--- src/rtl/quadrotor_attitude_compensator_mixer_unit_assert.svh ---
// assertion macros for the attitude compensator and mixer
`ifndef QUADROTOR_ATTITUDE_COMPENSATOR_MIXER_UNIT_ASSERT_SVH
`define QUADROTOR_ATTITUDE_COMPENSATOR_MIXER_UNIT_ASSERT_SVH
`define QAC_ASSERT_IMP(lbl, clk_s, rst_n, pre, post) \
	lbl: assert property (@(posedge clk_s) disable iff (!rst_n) (pre) |-> (post)) \
	else $error("assertion failed");
`define QAC_ASSERT_NEXT(lbl, clk_s, rst_n, pre, post) \
	lbl: assert property (@(posedge clk_s) disable iff (!rst_n) (pre) |=> (post)) \
	else $error("assertion failed");
`endif

--- src/rtl/qacm_pkg.sv ---
// ----------------------------------------------------------------------------
// qacm_pkg
// shared types and constants of the attitude compensator and mixer
// ----------------------------------------------------------------------------
`default_nettype none
package qacm_pkg;
	localparam int AXES = 3;
	localparam int ANGLE_W = 16;
	localparam int ERR_W = 17;
	localparam int DRV_W = 32;
	localparam int COEF_W = 16;
	localparam int REG_IDX_W = 3;
	localparam int DIV_N_W = 48;
	localparam int DIV_D_W = 32;

	localparam logic [REG_IDX_W-1:0] REG_ROLL_TGT  = 3'd0;
	localparam logic [REG_IDX_W-1:0] REG_PITCH_TGT = 3'd1;
	localparam logic [REG_IDX_W-1:0] REG_YAW_TGT   = 3'd2;
	localparam logic [REG_IDX_W-1:0] REG_LIFT      = 3'd3;
	localparam logic [REG_IDX_W-1:0] REG_ARM       = 3'd4;
	localparam logic [REG_IDX_W-1:0] REG_THRUST    = 3'd5;
	localparam logic [REG_IDX_W-1:0] REG_DRAG      = 3'd6;
	localparam logic [REG_IDX_W-1:0] REG_UNUSED    = 3'd7;

	typedef enum logic [2:0] {
		ST_IDLE, ST_LANE, ST_DIV, ST_MIX, ST_OUT
	} state_t;

	typedef struct packed {
		logic start;
		logic busy;
		logic done;
	} div_ctl_t;

	function automatic logic [16:0] coef_a(input logic is_yaw);
		return is_yaw ? 17'sd18104 : 17'sd17285;
	endfunction
	function automatic logic [16:0] coef_b(input logic is_yaw);
		return is_yaw ? 17'sd17531 : 17'sd16499;
	endfunction
	function automatic logic [16:0] coef_c(input logic is_yaw);
		return is_yaw ? 17'sd13984 : 17'sd12971;
	endfunction
	function automatic logic [15:0] nz16(input logic [15:0] v);
		return (v == 16'd0) ? 16'd1 : v;
	endfunction
endpackage
`default_nettype wire

--- src/rtl/qacm_div.sv ---
// ----------------------------------------------------------------------------
// qacm_div
// signed restoring divider, one quotient bit per cycle, truncates toward zero
// ----------------------------------------------------------------------------
`default_nettype none
module qacm_div (
	input  wire logic clk,
	input  wire logic arst_n,
	input  wire logic start,
	input  wire logic signed [qacm_pkg::DIV_N_W-1:0] num,
	input  wire logic [qacm_pkg::DIV_D_W-1:0] den,
	output logic signed [qacm_pkg::DIV_N_W-1:0] quo,
	output qacm_pkg::div_ctl_t ctl
);
	localparam int CW = $clog2(qacm_pkg::DIV_N_W + 1);
	logic [CW-1:0] cnt_q;
	logic busy_q, done_q, neg_q;
	logic [qacm_pkg::DIV_N_W-1:0] q_q;
	logic [qacm_pkg::DIV_D_W:0] rem_q;
	logic [qacm_pkg::DIV_D_W-1:0] den_q;
	logic [qacm_pkg::DIV_D_W:0] trial;

	assign trial = {rem_q[qacm_pkg::DIV_D_W-1:0], q_q[qacm_pkg::DIV_N_W-1]};

	always_ff @(posedge clk or negedge arst_n) begin
		if (!arst_n) begin
			busy_q <= 1'b0;
			done_q <= 1'b0;
			cnt_q <= '0;
		end else begin
			done_q <= 1'b0;
			if (start) begin
				busy_q <= 1'b1;
				cnt_q <= CW'(qacm_pkg::DIV_N_W);
			end else if (busy_q) begin
				cnt_q <= cnt_q - 1'b1;
				if (cnt_q == CW'(1)) begin
					busy_q <= 1'b0;
					done_q <= 1'b1;
				end
			end
		end
	end

	always_ff @(posedge clk) begin
		if (start) begin
			neg_q <= num[qacm_pkg::DIV_N_W-1];
			q_q <= num[qacm_pkg::DIV_N_W-1] ? -num : num;
			rem_q <= '0;
			den_q <= den;
		end else if (busy_q) begin
			if (trial >= {1'b0, den_q}) begin
				rem_q <= trial - {1'b0, den_q};
				q_q <= {q_q[qacm_pkg::DIV_N_W-2:0], 1'b1};
			end else begin
				rem_q <= trial;
				q_q <= {q_q[qacm_pkg::DIV_N_W-2:0], 1'b0};
			end
		end
	end

	assign quo = neg_q ? -$signed(q_q) : $signed(q_q);
	assign ctl.start = start;
	assign ctl.busy = busy_q;
	assign ctl.done = done_q;
endmodule
`default_nettype wire

--- config.mk ---
export PLATFORM = sky130hd
export DESIGN_NAME = qacm_div
export DESIGN_NICKNAME = d
export VERILOG_FILES = /design/src/rtl/quadrotor_attitude_compensator_mixer_unit_assert.svh /design/src/rtl/qacm_pkg.sv /design/src/rtl/qacm_div.sv
export SDC_FILE = /design/constraint.sdc
export NUM_CORES = 1
export LEC_CHECK = 0
export ABC_AREA = 1
export BUFFER_PORTS_ARGS = -buffer_cell sky130_fd_sc_hd__buf_2
export CAP_MARGIN = 20
export CORE_MARGIN = 3
export CORE_UTILIZATION = 55
export CTS_CLUSTER_SIZE = 20
export DETAILED_ROUTE_END_ITERATION = 10
export GPL_ROUTABILITY_DRIVEN = 0
export PLACE_DENSITY = 0.88
export SETUP_SLACK_MARGIN = 0.1
export SYNTH_ARGS = -nofsm -noshare
export SYNTH_HDL_FRONTEND = slang
export SYNTH_SLANG_ARGS = --single-unit
export TNS_END_PERCENT = 50
--- constraint.sdc ---
create_clock -name clk -period 4.81 [get_ports clk]
set_input_delay 0.7215 -clock clk [delete_from_list [all_inputs] [get_ports clk]]
set_output_delay 0.7215 -clock clk [all_outputs]
set_load 0.1 [all_outputs]
# == Word level (Yosys, flattened, before mapping) ==
# Cells that the tools add are included.
# totals
ff_bits,121
latchBits,0
mem_bits_rw,0
romBits,0
output_inout_bits,51
elab_cells,28
mem_count,0
# classes
addsub,4
mul,0
div_mod_pow,0
n_lt_le_gt_ge,1
eq_ne,1
shifts,0
n_mux,14
bitwise_logic,0
reduce_logical,1
# op_table
cell,n
$mux W48,4
$neg A48 Y48,2
$ge A33 B32 Y1,1
$mux W32,1
$sub A32 B32 Y32,1
$mux W6,2
$mux W1,7
$eq A6 B1 Y1 const B,1
$sub A6 B1 Y6 const B,1
$reduce_bool A2 Y1,1

# == Logic depth before layout (Yosys ltp) ==
# depth
word_depth,4
depth_mapped,16
ltp_nobuf,16

# == Least setup slack after synthesis ==
# OpenSTA, ideal clock, no wires.
# synth_timing
path_kind,register to output
startpoint,register q_q[0] (netlist bit)
endpoint,output port quo[32] (netlist bit)
t_arrival_ps,3356
slack_ps,732
path_stages_with_launch,8
n_path_buf,0
cell_sequence,edfxtp_1 > inv_1 > ha_1 > nand3_1 > nor2_1 > nand4_1 > xor2_1 > o21ai_0
# synth_between
elab_chain_cells,2
# synth_lines
element,line_no,text
from (decl),qacm_div.sv:18,logic [qacm_pkg::DIV_N_W-1:0] q_q;
from (signal assigned),qacm_div.sv:48,q_q <= num[qacm_pkg::DIV_N_W-1] ? -num : num;
from (signal assigned),qacm_div.sv:54,"q_q <= {q_q[qacm_pkg::DIV_N_W-2:0], 1'b1};"
from (signal assigned),qacm_div.sv:57,"q_q <= {q_q[qacm_pkg::DIV_N_W-2:0], 1'b0};"
$neg A48 Y48,qacm_div.sv:62,assign quo = neg_q ? -$signed(q_q) : $signed(q_q);
$mux W48,qacm_div.sv:62,
to (decl),qacm_div.sv:12,"output logic signed [qacm_pkg::DIV_N_W-1:0] quo,"
# Every way passes these cells.

# == Final worst setup path ==
# layout_timing
startpoint,register neg_q
endpoint,output port quo[13] (netlist bit)
# layout_between
elab_chain_cells,1
# layout_lines
element,line_no,text
from (decl),qacm_div.sv:17,"logic busy_q, done_q, neg_q;"
from (signal assigned),qacm_div.sv:47,neg_q <= num[qacm_pkg::DIV_N_W-1];
$mux W48,qacm_div.sv:62,
# Every way passes these cells.

==> results.sh <==
export IMPL_cts_buffer_depth=2
export IMPL_drt_total_wl_mm=31.9
export IMPL_crit_buf_inv=3
export IMPL_slew_headroom_pct=44.0
export IMPL_grt_overflow_total=0
export IMPL_cts_resized=0
export IMPL_drcViolationCount=0
export IMPL_critPathLaunch="neg_q"
export IMPL_synth_seq_area_share_pct=31.1
export IMPL_reg2reg_depth=14
export IMPL_area_growth_syn_to_layout_pct=12.8
export IMPL_use_met2_pct=49.8
export IMPL_grt_setup_unrepaired="no"
export IMPL_hold_path_class="input port to asynchronous set/reset pin"
export IMPL_rows=49
export IMPL_syn_num_nets=1746
export IMPL_die_y_um=144
export IMPL_synth_mux_area_share_pct=0
export IMPL_ant_nets=0
export IMPL_irDropWorstVdd_v=0.000257
export IMPL_worstPathMaxFanout=39
export IMPL_clk_latency_ns=0.43
export IMPL_synth_area_um2=10500
export IMPL_grt_pass1_vias=10634
export IMPL_wl_per_cell_um=16.1
export IMPL_syn_mean_instance_area_um2=6.47
export IMPL_cts_made_buffers=17
export IMPL_grt_met3_usage_pct=5.26
export IMPL_cpPeakStageDelay_ns=0.57
export IMPL_startpoint_type="flip-flop"
export IMPL_p_seq_share_pct=26.7
export IMPL_synth_top_family_by_area="simple AND/OR/NAND/NOR gates"
export IMPL_r2r_start="den_q[2]"
export IMPL_cp_data_arrival_time_ns=2.88
export IMPL_cap_viol_max_count=0
export IMPL_max_clock_freq_mhz=278
export IMPL_synth_xor_area_share_pct=6.58
export IMPL_rr_endpoint="q_q[0]"
export IMPL_fillCellCount=1545
export IMPL_path_class="flip-flop to output pin"
export IMPL_end_kind="output pin"
export IMPL_cts_tree="built"
export IMPL_ys_seq_elements=121
export IMPL_crit_chain="buf_4 -> inv_1 -> o21a_1 -> o21ai_0 -> xor2_1 -> buf_2"
export IMPL_num_vias=11442
export IMPL_layout_common_cells="nand2_1, inv_1, nor2_1, nand3_1, buf_2"
export IMPL_synth_compound_area_share_pct=8.10
export IMPL_grt_max_degree=67
export IMPL_synthCells=1626
export IMPL_period_share_pct=74.9
export IMPL_p_per_area_nw_per_um2=456
export IMPL_synthAdderAreaFrac_pct=4.47
export IMPL_antennaDiodeCount=0
export IMPL_fin_crit_ns=3.60
export IMPL_via_per_inst=5.76
export IMPL_cts_root_buf="clkbuf_16"
export IMPL_setup_viol=0
export IMPL_gr_usage_all_layers_pct=30.9
export IMPL_timing_hold_ws_ns=0.128
export IMPL_cts_sinks=121
export IMPL_yosys_area_top_type="edfxtp_1"
export IMPL_hold_viol_final=0
export IMPL_die_area_um2=20800
export IMPL_ff2ff_setup_slack_ns=2.09
export IMPL_finalPower_uw=5420
export IMPL_swShare_pct=49.5
export IMPL_final_net_count=1864
export IMPL_skew_ns=0.00772
export IMPL_multi_input_area_um2=6030
export IMPL_instances_no_fill=1986
export IMPL_yosys_cell_types_count=46
export IMPL_grt_first_pass_wirelength_mm=51.2
export IMPL_fin_util_pct=64.6
export IMPL_synth_edf_count=81
export IMPL_io_buffers=133
export IMPL_ff_latch_area_um2=3270
export IMPL_synthTopCellsByArea="edfxtp_1, nand2_1, inv_1"
export IMPL_clock_power_share_pct=21.8
export IMPL_top_usage_layer="met2"
export IMPL_cts_hold_buf=0
export IMPL_dp_hpwl_mm=24.3
export IMPL_cts_clk_slew_worst_paths_ns=0.06
export IMPL_crit_slowest_cell="inv_1"
export IMPL_io_pins=134
export IMPL_drive_above_1_share_pct=12.6
export IMPL_synth_simple_area_share_pct=38.2
export IMPL_grt_antenna_before_repair=0
export IMPL_final_common_cell="nand2_1"
export IMPL_cp_top_family="buffers and inverters"
export IMPL_outcome="complete, no violations"
export IMPL_leakage_uw=0.00598
export IMPL_core_um2=18400
export IMPL_crit_cells=6
export IMPL_post_cts_buffers=0
export IMPL_crit_path_end="quo[13]"
export IMPL_htreeDepth=4
export IMPL_yosys_warnings=0
export IMPL_drt_pass1_iterations=7
export IMPL_synth_main_ff_cell="edfxtp_1"
export IMPL_yosys_area_top_type_share_pct=23.1
export IMPL_tightest_slew_ns=0.839
export IMPL_switching_power_uw=2680
export IMPL_pwr_share_comb_pct=51.5
export IMPL_drv_slew=0
export IMPL_ys_async_sr_fraction_pct=6.61
export IMPL_fin_tns_setup_ns=0
export IMPL_worstPathRequired_ns=4.09
export IMPL_grtUsageMet1_pct=39.1
export IMPL_dieWidth_um=144
export IMPL_intPower_uw=2740
export IMPL_placed_cells=1954
export IMPL_start_util_pct=57.2
export IMPL_drt_iter0_drc=1431
metal layers:
metal | vias to the layer above | routed length, µm
li1 | 5399 | -
met1 | 5114 | 12000
met2 | 797 | 14500
met3 | 132 | 3580
met4 | 0 | 1910
met5 | - | 0
sequential cells by signal, summed over array words and instances (netlist names):
register and flops:
busy_q 1, cnt_q 6, den_q 32, done_q 1, neg_q 1, q_q 48, rem_q 32
metrics by stage:
stage	setup slack [ns]	area [µm²]
6_report	1.21	11900
5_1_grt	1.09	11900
4_1_cts	1.30	11900
3_5_place_dp	1.81	11300
3_3_place_gp	1.88	11300
2_1_floorplan	0.732	10500
synth_stat cells, types with 11 or more instances:
cell type and n:
nor2_2 11, xnor2_1 26, clkbuf_1 20, o21ai_1 22
nor3_1 22, inv_1 264, nand4_1 28, dfxtp_1 32
ha_1 36, nor2_1 172, o21ai_0 68, nand3_1 137
nand3b_1 24, nand2_1 490, edfxtp_1 81, a21oi_1 39
xor2_1 53
worst min-delay path by stage:
stage	slack [ns]	end	cells after the start	from
after CTS	0.13	cnt_q[4]	1	arst_n
after detailed placement	0.46	rem_q[26]	2	rem_q[26]
after global routing	0.13	cnt_q[4]	1	arst_n
after floorplan	0.43	busy_q	0	arst_n
after global placement	0.46	rem_q[26]	2	rem_q[26]
final	0.13	cnt_q[4]	1	arst_n
worst register-to-register path, cell delays in order, from the launching register on:
cell	delay, ns
edfxtp_1	0.32
inv_1	0.04
ha_1	0.38
nand2_1	0.12
nand2_1	0.08
nand2_1	0.08
nand2_1	0.05
nand2_1	0.07
nand3_2	0.11
nand2_2	0.10
nand2_2	0.07
nand2_4	0.32
nand2_4	0.34
nand2_1	0.21
o21ai_0	0.13
final cells by class:
class                           count  share of cell area, %
Clock inverter                     14                  0.980
Timing Repair Buffer              140                   6.07
Multi-Input combinational cell   1194                   50.8
Inverter                          270                   8.54
Sequential cell                   121                   27.6
Tap cell                          229                   2.41
Clock buffer                       18                   3.61
kinds of logic after synthesis:
group	count (synthesis)
compound gates	156
xor+xnor	79
fa+ha+maj	37
buf+inv	311
flops	121
simple gates	922
power by group through the flow:
stage	Combinational, µW	Clock, µW	Sequential, µW
floorplan	2190	0	1420
global placement	2650	0	1450
detailed placement	2710	0	1460
CTS	2730	1190	1440
global route	3040	1240	1470
finish	2790	1180	1450
No activity file was read; power rests on OpenSTA's default activity.
