## src/rtl/quadrotor_attitude_compensator_mixer_unit_assert.svh

```systemverilog
// assertion macros for the attitude compensator and mixer
`ifndef QUADROTOR_ATTITUDE_COMPENSATOR_MIXER_UNIT_ASSERT_SVH
`define QUADROTOR_ATTITUDE_COMPENSATOR_MIXER_UNIT_ASSERT_SVH
`define QAC_ASSERT_IMP(lbl, clk_s, rst_n, pre, post) \
	lbl: assert property (@(posedge clk_s) disable iff (!rst_n) (pre) |-> (post)) \
	else $error("assertion failed");
`define QAC_ASSERT_NEXT(lbl, clk_s, rst_n, pre, post) \
	lbl: assert property (@(posedge clk_s) disable iff (!rst_n) (pre) |=> (post)) \
	else $error("assertion failed");
`endif

```

## src/rtl/qacm_pkg.sv

```systemverilog
// ----------------------------------------------------------------------------
// qacm_pkg
// shared types and constants of the attitude compensator and mixer
// ----------------------------------------------------------------------------
`default_nettype none
package qacm_pkg;
	localparam int AXES = 3;
	localparam int ANGLE_W = 16;
	localparam int ERR_W = 17;
	localparam int DRV_W = 32;
	localparam int COEF_W = 16;
	localparam int REG_IDX_W = 3;
	localparam int DIV_N_W = 48;
	localparam int DIV_D_W = 32;

	localparam logic [REG_IDX_W-1:0] REG_ROLL_TGT  = 3'd0;
	localparam logic [REG_IDX_W-1:0] REG_PITCH_TGT = 3'd1;
	localparam logic [REG_IDX_W-1:0] REG_YAW_TGT   = 3'd2;
	localparam logic [REG_IDX_W-1:0] REG_LIFT      = 3'd3;
	localparam logic [REG_IDX_W-1:0] REG_ARM       = 3'd4;
	localparam logic [REG_IDX_W-1:0] REG_THRUST    = 3'd5;
	localparam logic [REG_IDX_W-1:0] REG_DRAG      = 3'd6;
	localparam logic [REG_IDX_W-1:0] REG_UNUSED    = 3'd7;

	typedef enum logic [2:0] {
		ST_IDLE, ST_LANE, ST_DIV, ST_MIX, ST_OUT
	} state_t;

	typedef struct packed {
		logic start;
		logic busy;
		logic done;
	} div_ctl_t;

	function automatic logic [16:0] coef_a(input logic is_yaw);
		return is_yaw ? 17'sd18104 : 17'sd17285;
	endfunction
	function automatic logic [16:0] coef_b(input logic is_yaw);
		return is_yaw ? 17'sd17531 : 17'sd16499;
	endfunction
	function automatic logic [16:0] coef_c(input logic is_yaw);
		return is_yaw ? 17'sd13984 : 17'sd12971;
	endfunction
	function automatic logic [15:0] nz16(input logic [15:0] v);
		return (v == 16'd0) ? 16'd1 : v;
	endfunction
endpackage
`default_nettype wire

```

## src/rtl/qacm_lane.sv

```systemverilog
// ----------------------------------------------------------------------------
// qacm_lane
// one axis lead-lag compensator: two-stage multiply, round, saturate
// ----------------------------------------------------------------------------
`default_nettype none
module qacm_lane #(
	parameter logic IS_YAW = 1'b0
) (
	input  wire logic clk,
	input  wire logic arst_n,
	input  wire logic start,
	input  wire logic signed [qacm_pkg::ANGLE_W-1:0] target,
	input  wire logic signed [qacm_pkg::ANGLE_W-1:0] angle,
	output logic signed [qacm_pkg::DRV_W-1:0] drive,
	output logic sat,
	output logic done
);
	logic signed [qacm_pkg::ERR_W-1:0] err_s1, prev_err_q;
	logic signed [qacm_pkg::DRV_W-1:0] prev_drv_q;
	logic signed [49:0] pa_s1, pb_s1, pc_s1;
	logic v1_s1, v2_s2;
	logic signed [51:0] sum, rnd;
	logic signed [37:0] sh;
	logic signed [qacm_pkg::ERR_W-1:0] err_c;

	assign err_c = qacm_pkg::ERR_W'(target) - qacm_pkg::ERR_W'(angle);
	assign sum = 52'(pa_s1) - 52'(pb_s1) + 52'(pc_s1) + 52'sd8192;
	assign rnd = sum >>> 14;
	assign sh = 38'(rnd);

	always_ff @(posedge clk or negedge arst_n) begin
		if (!arst_n) begin
			v1_s1 <= 1'b0;
			v2_s2 <= 1'b0;
			prev_err_q <= '0;
			prev_drv_q <= '0;
		end else begin
			v1_s1 <= start;
			v2_s2 <= v1_s1;
			if (v1_s1) begin
				prev_err_q <= err_s1;
				if (sh > 38'sd2147483647) begin
					prev_drv_q <= 32'sh7fffffff;
				end else if (sh < -38'sd2147483648) begin
					prev_drv_q <= 32'sh80000000;
				end else begin
					prev_drv_q <= 32'(sh);
				end
			end
		end
	end

	always_ff @(posedge clk) begin
		if (start) begin
			err_s1 <= err_c;
			pa_s1 <= 50'($signed(qacm_pkg::coef_a(IS_YAW))) * 50'(err_c);
			pb_s1 <= 50'($signed(qacm_pkg::coef_b(IS_YAW))) * 50'(prev_err_q);
			pc_s1 <= 50'($signed(qacm_pkg::coef_c(IS_YAW))) * 50'(prev_drv_q);
		end
		if (v1_s1) begin
			sat <= (sh > 38'sd2147483647) || (sh < -38'sd2147483648);
		end
	end

	assign drive = prev_drv_q;
	assign done = v2_s2;
endmodule
`default_nettype wire

```

## config.mk

```make
export PLATFORM = sky130hd
export DESIGN_NAME = qacm_lane
export DESIGN_NICKNAME = d
export VERILOG_FILES = /design/src/rtl/quadrotor_attitude_compensator_mixer_unit_assert.svh /design/src/rtl/qacm_pkg.sv /design/src/rtl/qacm_lane.sv
export SDC_FILE = /design/constraint.sdc
export NUM_CORES = 1
export LEC_CHECK = 0
export BUFFER_PORTS_ARGS = -buffer_cell sky130_fd_sc_hd__buf_4
export CORE_MARGIN = 2
export CORE_UTILIZATION = 65
export CTS_CLUSTER_DIAMETER = 100
export DETAILED_ROUTE_END_ITERATION = 7
export PLACE_DENSITY = 0.85
export SETUP_SLACK_MARGIN = 0.2
export SYNTH_ARGS = -nofsm -noshare
export SYNTH_HDL_FRONTEND = slang
export SYNTH_SLANG_ARGS = --single-unit
export TNS_END_PERCENT = 20
```

## constraint.sdc

```tcl
create_clock -name clk -period 12.9 [get_ports clk]
set_input_delay 1.935 -clock clk [delete_from_list [all_inputs] [get_ports clk]]
set_output_delay 1.935 -clock clk [all_outputs]
set_load 0.005 [all_outputs]
```

# == Word-level counts from Yosys, hierarchy flattened ==
# Cells that the tools add are included.
# word_totals
ff_bits,182
in_bits,35
word_cells,21
# classes
add_sub_neg,4
n_mul,3
magnitude_cmp,2
mux,2
reduce_logical,1
# ops
op,n
$mul 16x17->33 const A,2
$mux 32,2
$add 52x15->52 const B,1
$add 34x47->48,1
$mul 15x32->47 const A,1
$gt 38x32->1 const B,1
$lt 38x32->1 const B,1
$sub 33x33->34,1
$sub 16x16->17,1
$logic_or 1x1->1,1

# == Logic depth before layout (Yosys ltp) ==
# Gate-level depths: netlist of the first run.
# depth
depth_word,6
mapped_depth,36

# == Worst setup path before layout of the first run ==
# OpenSTA, ideal clock, no wires.
# synth_path
path_type,input to register
startpoint,input target[0] (netlist bit)
endpoint,register pa_s1[31] (data pin)
setup_time_ns,0.263
arrival_ns,9.974
required_ns,12.637
slack_ns,2.663
cell_stages,33
n_path_buf,0
cell_sequence,inv_1 ha_1 fa_1 nor2b_1 o21ai_1 a21boi_1 o21ai_1 a21boi_1 o21ai_0 a21boi_1 o21ai_1 a2111oi_2 o311a_1 o22ai_1 inv_1 fa_1 inv_1 ha_1 ha_1 fa_1 fa_1 inv_1 fa_1 inv_1 ha_1 a21o_1 a21o_1 a21oi_1 nor2b_1 a211oi_1 o21bai_1 a41o_1 xnor2_1
# synth_between
elab_chain_cells,2
# synth_rtl
element,line,source
"start, declared",qacm_lane.sv:12,"input wire logic signed [qacm_pkg::ANGLE_W-1:0] target,"
$sub 16x16->17,qacm_lane.sv:26,assign err_c = qacm_pkg::ERR_W'(target) - qacm_pkg::ERR_W'(angle);
"via err_c, one bit",qacm_lane.sv:24,logic signed [qacm_pkg::ERR_W-1:0] err_c;
$mul 16x17->33,qacm_lane.sv:56,pa_s1 <= 50'($signed(qacm_pkg::coef_a(IS_YAW))) * 50'(err_c);
"end signal, assigned",qacm_lane.sv:56,
"end, declared",qacm_lane.sv:20,"logic signed [49:0] pa_s1, pb_s1, pc_s1;"
# The timed path passes the listed nets, and every way through them passes these cells.
# A chain may end at the register's enable or synchronous reset.

# == Worst setup path after layout of the first run ==
# layout_path
startpoint,input angle[1] (netlist bit)
endpoint,register pa_s1[31] (data pin)
# layout_between
elab_chain_cells,2
# layout_rtl
element,line,source
"start, declared",qacm_lane.sv:13,"input wire logic signed [qacm_pkg::ANGLE_W-1:0] angle,"
$sub 16x16->17,qacm_lane.sv:26,
"via err_c, one bit",qacm_lane.sv:24,
$mul 16x17->33,qacm_lane.sv:56,
# The timed path passes the listed nets, and every way through them passes these cells.

==> results.ini, run 1 <==
[setup_path]
max_stage_delay_ps = 750
cp-startpoint = angle[1]
arrival_ps = 10050
crit_buf_inv = 4
crit_type = input pin to register
worstPathRequired_ps = 13120
start_kind = input pin
critPathMostFrequentCell = ha_1
reg2reg_from = drive[5]$_DFFE_PN0P_
cp_max_fo = 6
critical-path-slowest-cell = xnor2_1
crit_path_end_kind = register
critical-path-top-delay-family = compound AO/OA/AOI/OAI gates

[clock_tree]
clk_pin_slew_worst_paths_ps = 90
clock_path_buffers = 2
cts_resized = 0
clk_latency_ps = 460
cts_tree = built
root_buffer = clkbuf_16
hold_buffers = 0
htree_levels = 4
cts.sinks = 180
postCtsSetupBuffers = 0
numCtsBuffers = 17

[final_layout]
final_common_cell = inv_1
area_growth_pct = 6.294
layout-drive-gt1-share_pct = 5.591
fin_nets = 3769
final_cell_mix = 694 x inv_1, 452 x ha_1, 344 x fa_1
diodes = 0

[yosys]
synthXorXnorAreaFrac_pct = 6.165
synthAdderAreaFrac_pct = 44.80
synth_area_um2 = 28110
synthCells = 2876
seq_area_frac_synth_pct = 18.32
synth_top_family_by_area = adder cells
synth.area.mux_share_pct = 0.8591
synth.top_cell.area_share_pct = 24.50
synth-compound-area-share_pct = 11.65
synth-seq-cells = 180
ys_warn_count = 0
ys_types = 97
synth_edf_count = 129
syn_area_per_cell_um2 = 9.774
async_reset_ff_share_pct = 28.33
ys_top_cells_by_area = fa_1 24%, ha_1 20%, edfxtp_1 14%, inv_1 9.3%, dfrtp_1 4.5%
synthesis.nets = 3707
synthSimpleGateAreaFrac_pct = 8.324
synth_largest_area_cell = fa_1
synth_ff_type = edfxtp_1

[drt]
drt-wirelength-per-cell_um = 17.81
routed_wl_um = 62980
drt_iter0_markers = 1229
drt_first_pass_iters = 5
drc = 0
viasPerCell = 5.723
antenna_left = 0
dr_total_vias = 20240

[timing]
hold_viol = 0
clock.fmax_ghz = 0.1017
finalSetupViolCount = 0
rsz0062_at_grt = false
worstMarginPinSlew_ps = 1120
period_share_pct = 76.24
skew_ps = 14.48
period_needed_ps = 9835
finalMaxSlewViolations = 0
tns_ps = 0
relSlewSlack_pct = 23.37

[flow_run]
cap_violations = 0

[die]
core_um2 = 42890
start_util_pct = 65.54
fp.dieH_um = 212.0
rows = 76
die_w_um = 212.0
die_area_um2 = 44920
ios = 69

[global_routing]
grt_pass1_vias = 21160
grt_pass1_wl_um = 104100
antenna_found_initial = 1
gr-total-overflow = 0
grt_max_degree = 82
grt_usage_pct = 29.57

[min_path]
hold_path.class = register to register
hp-start = err_s1[5]$_DFFE_PP_

[place]
dp_hpwl_um = 53080
routabilityCongestion = 0.9440
port_buffers = 68

[status]
status = finished clean

-- logic make-up (layout without fill, tap and decap cells) --
group | after synthesis | count (layout)
adders and majority gates | 801 | 801
buffers and inverters | 727 | 802
AOI/OAI and AO/OA | 478 | 478
and+or+nand+nor | 471 | 471
xor gates and xnor gates | 197 | 197
DFF | 180 | 180
muxes | 22 | 22
-- cell usage after synthesis (all sizes together), types with 8 or more instances --
| library cell | n |
|---|---|
| nand4 | 16 |
| a21o | 72 |
| or3 | 11 |
| nand2 | 107 |
| o22a | 29 |
| nor3 | 38 |
| and2 | 21 |
| o21bai | 29 |
| xnor2 | 136 |
| inv | 695 |
| nand3 | 48 |
| a2111oi | 8 |
| clkbuf | 15 |
| and3 | 16 |
| a31oi | 22 |
| a21oi | 132 |
| mux2i | 8 |
| buf | 16 |
| edfxtp | 129 |
| ha | 452 |
| nor2b | 20 |
| dfrtp | 51 |
| nand2b | 17 |
| a211oi | 17 |
| fa | 344 |
| xor2 | 61 |
| o21ai | 78 |
| a21boi | 8 |
| mux2 | 14 |
| nor2 | 140 |
| o211ai | 14 |
| o21a | 13 |
-- flip-flops by register name, summed over array words and instances (netlist names) --
name / flops
v1_s1: 1
err_s1: 17
pb_s1: 33
pa_s1: 31
sat: 1
drive: 32
done: 1
pc_s1: 47
prev_err_q: 17
-- area by class of cell --
cell class	count	area, um^2
flip-flops and latches	180	5151
multi-input cells	1969	20190
fillers	3173	13010
clock inverters	15	214.0
well taps	585	732.0
inverters	696	2613
repair buffers	74	555.5
clock buffers	17	425.4
-- layer usage --
metal	global-route usage, %	vias up	wire length, um
met5	0	-	11
met4	12.02	2	2505
met3	2.685	161	2492
met2	52.78	605	31770
met1	36.97	9901	26200
li1	-	9566	-
-- worst paths after layout --
kind / to / depth (start not counted) / slack [ps]
max in group asynchronous: v1_s1$_DFF_PN0_ / 1 / 10840
hold reg to reg: prev_err_q[5]$_DFFE_PN0P_ / 2 / 460
min in group asynchronous: prev_err_q[3]$_DFFE_PN0P_ / 1 / 1480
setup / recovery: pa_s1[31]$_DFFE_PP_ / 33 / 3070
setup reg to reg: pc_s1[45]$_DFFE_PP_ / 22 / 5650
hold / removal: prev_err_q[5]$_DFFE_PN0P_ / 2 / 460
-- tightest hold or removal path: cells and delay by family, from the launching register on --
kind               cells  cell delay (ps)
DFF                    1              330
and+or+nand+nor        1               50
AOI/OAI and AO/OA      1               60
-- stage by stage --
stage / setup slack (ps) / instance area, um^2 / hold slack (ps) / instances / utilization (%)
finish: 3065 / 29880 / 464.3 / 3536 / 69.67
global route: 2486 / 29880 / 492.0 / 3536 / 69.67
CTS: 3084 / 29880 / 464.2 / 3536 / 69.67
detailed placement: 2644 / 29240 / 442.5 / 3504 / 68.18
global placement: 3015 / 29240 / 443.4 / 3504 / 68.18
floorplan: 2663 / 28110 / 395.8 / 2876 / -
Power of run 1 is left out: the tool's default activity adds up to more than one toggle a clock period on the data nets, which glitch-free logic cannot reach.
==> run 2, diff against run 1 <==
clock period = 9.07 ns   (was 12.9 ns; I/O delays follow)
==> run 2 against run 1 <==
  * Sequential share of layout area down 0.14 points
  * Global-route usage increased by 1.1 points
  * First-iteration DRC count down 2.3%
  * Largest cell class unchanged
  * Clock skew up 6.6 ps
  * Setup slack worse by 2500 ps
  * Worst hold slack better by 24 ps
  * Cell count up 0.68%
  * Count of clock-buffer cells in the layout stayed put
  * Via count up 0.94%
  * Flip-flop and latch count unchanged
  * Wire length rose by 4.3%
  * Utilization up 0.57 points
==> results.ini, run 2 (synthesis gave the netlist of run 1 again) <==
[die]
ios = 69
rows = 76
fp.dieH_um = 212.0
die_w_um = 212.0
start_util_pct = 65.54
die_area_um2 = 44920
core_um2 = 42890

[timing]
clock.fmax_ghz = 0.1171
rsz0062_at_grt = true
worstMarginPinSlew_ps = 1047
skew_ps = 21.07
setup_slack_ps = 526.6
finalSetupViolCount = 0
hold_viol = 0
relSlewSlack_pct = 29.73
period_share_pct = 94.19
finalMaxSlewViolations = 0
period_needed_ps = 8543

[final_layout]
fin_util_pct = 70.24
regMostFlops = pc_s1
fin_nets = 3793
final_common_cell = inv_1
largest_register_ffs = 47
finalInstanceArea_um2 = 30120
nFillCells = 3145
layout-drive-gt1-share_pct = 6.723
area_growth_pct = 7.166
final_cell_mix = 694 x inv_1, 451 x ha_1, 344 x fa_1
diodes = 0

[setup_path]
max_stage_delay_ps = 550
critical-path-slowest-cell = fa_1
start_kind = input pin
worstPathRequired_ps = 9280
crit_type = input pin to register
cp_max_fo = 4
arrival_ps = 8760
crit_path_end_kind = register

[min_path]
hold_path.class = register to register

[drt]
drt_first_pass_iters = 6
viasPerCell = 5.738
drt-wirelength-per-cell_um = 18.44
drc = 0
antenna_left = 0
drt_iter0_markers = 1201
dr_total_vias = 20430
routed_wl_um = 65660

[global_routing]
gr-total-overflow = 0
grt_max_degree = 71
grt_pass1_vias = 21680
antenna_found_initial = 2
grt_pass1_wl_um = 107700
grt_usage_pct = 30.67

[clock_tree]
hold_buffers = 0
root_buffer = clkbuf_16
clock_path_buffers = 2
clk_latency_ps = 470
htree_levels = 4
clk_pin_slew_worst_paths_ps = 90
cts.sinks = 180
cts_tree = built
numCtsBuffers = 17

[status]
status = finished clean

[place]
postPlaceCellArea_um2 = 29420
port_buffers = 68
dp_slack_ps = -197.4
routabilityCongestion = 0.9397
dp_hpwl_um = 55250

[flow_run]
cap_violations = 0

## run 2: changes by cell type in the layout (fill, tap and decap cells not counted), sizes merged
| cell | change |
|---|---|
| buf | +24 |
## run 2: per-stage QoR
step / hold WS (ps) / instances / TNS, ps
global route: 504.3 / 3560 / 0
detailed placement: 465.7 / 3527 / -372.7
CTS: 490.3 / 3559 / 0
finish: 488.2 / 3560 / 0
global placement: 445.4 / 3527 / 0
floorplan: 395.8 / 2876 / 0
## run 2: worst max-delay path: cells and delay by family
kind                     cells  cell delay, ps
XOR/XNOR                     1             130
AO/OA/AOI/OAI               16            3060
buffers and inverters        6             340
AND/OR/NAND/NOR              2             220
adder cells (fa/ha/maj)      9            3610
## run 2: timing repair
action / 4_1_cts / 5_1_grt
buffers inserted: 0 / 1
resized for setup: 0 / 16
setup endpoints to repair: 0 / 6
## run 2: routing by layer
| metal | track usage (%) | wire [um] | up-vias |
|---|---|---|---|
| met1 | 37.58 | 26550 | 10090 |
| met3 | 2.774 | 2673 | 142 |
| met2 | 56.45 | 34270 | 569 |
| li1 | - | - | 9619 |
| met4 | 10.68 | 2141 | 4 |
| met5 | 0 | 22 | - |
## run 2: path summary, 6_finish.rpt
| kind | startpoint | to | slack, ps | depth (start not counted) |
|---|---|---|---|---|
| setup / recovery | target[0] | pa_s1[31]$_DFFE_PP_ | 530 | 34 |
| hold / removal | err_s1[6]$_DFFE_PP_ | prev_err_q[6]$_DFFE_PN0P_ | 490 | 1 |
| setup reg to reg | drive[4]$_DFFE_PN0P_ | pc_s1[45]$_DFFE_PP_ | 1820 | 22 |
| hold reg to reg | err_s1[6]$_DFFE_PP_ | prev_err_q[6]$_DFFE_PN0P_ | 490 | 1 |
| max in group asynchronous | arst_n | v1_s1$_DFF_PN0_ | 7560 | 1 |
| min in group asynchronous | arst_n | prev_err_q[4]$_DFFE_PN0P_ | 910 | 1 |
## run 2: area by class of cell
type	instances	area, um^2	area share, %
flip-flops and latches	180	5151	17.10
clock inverters	15	196.4	0.6521
inverters	696	2613	8.673
repair buffers	98	739.5	2.455
multi-input cells	1969	20270	67.28
well taps	585	732.0	2.430
clock buffers	17	425.4	1.412
Power of run 2 is left out for the same reason.
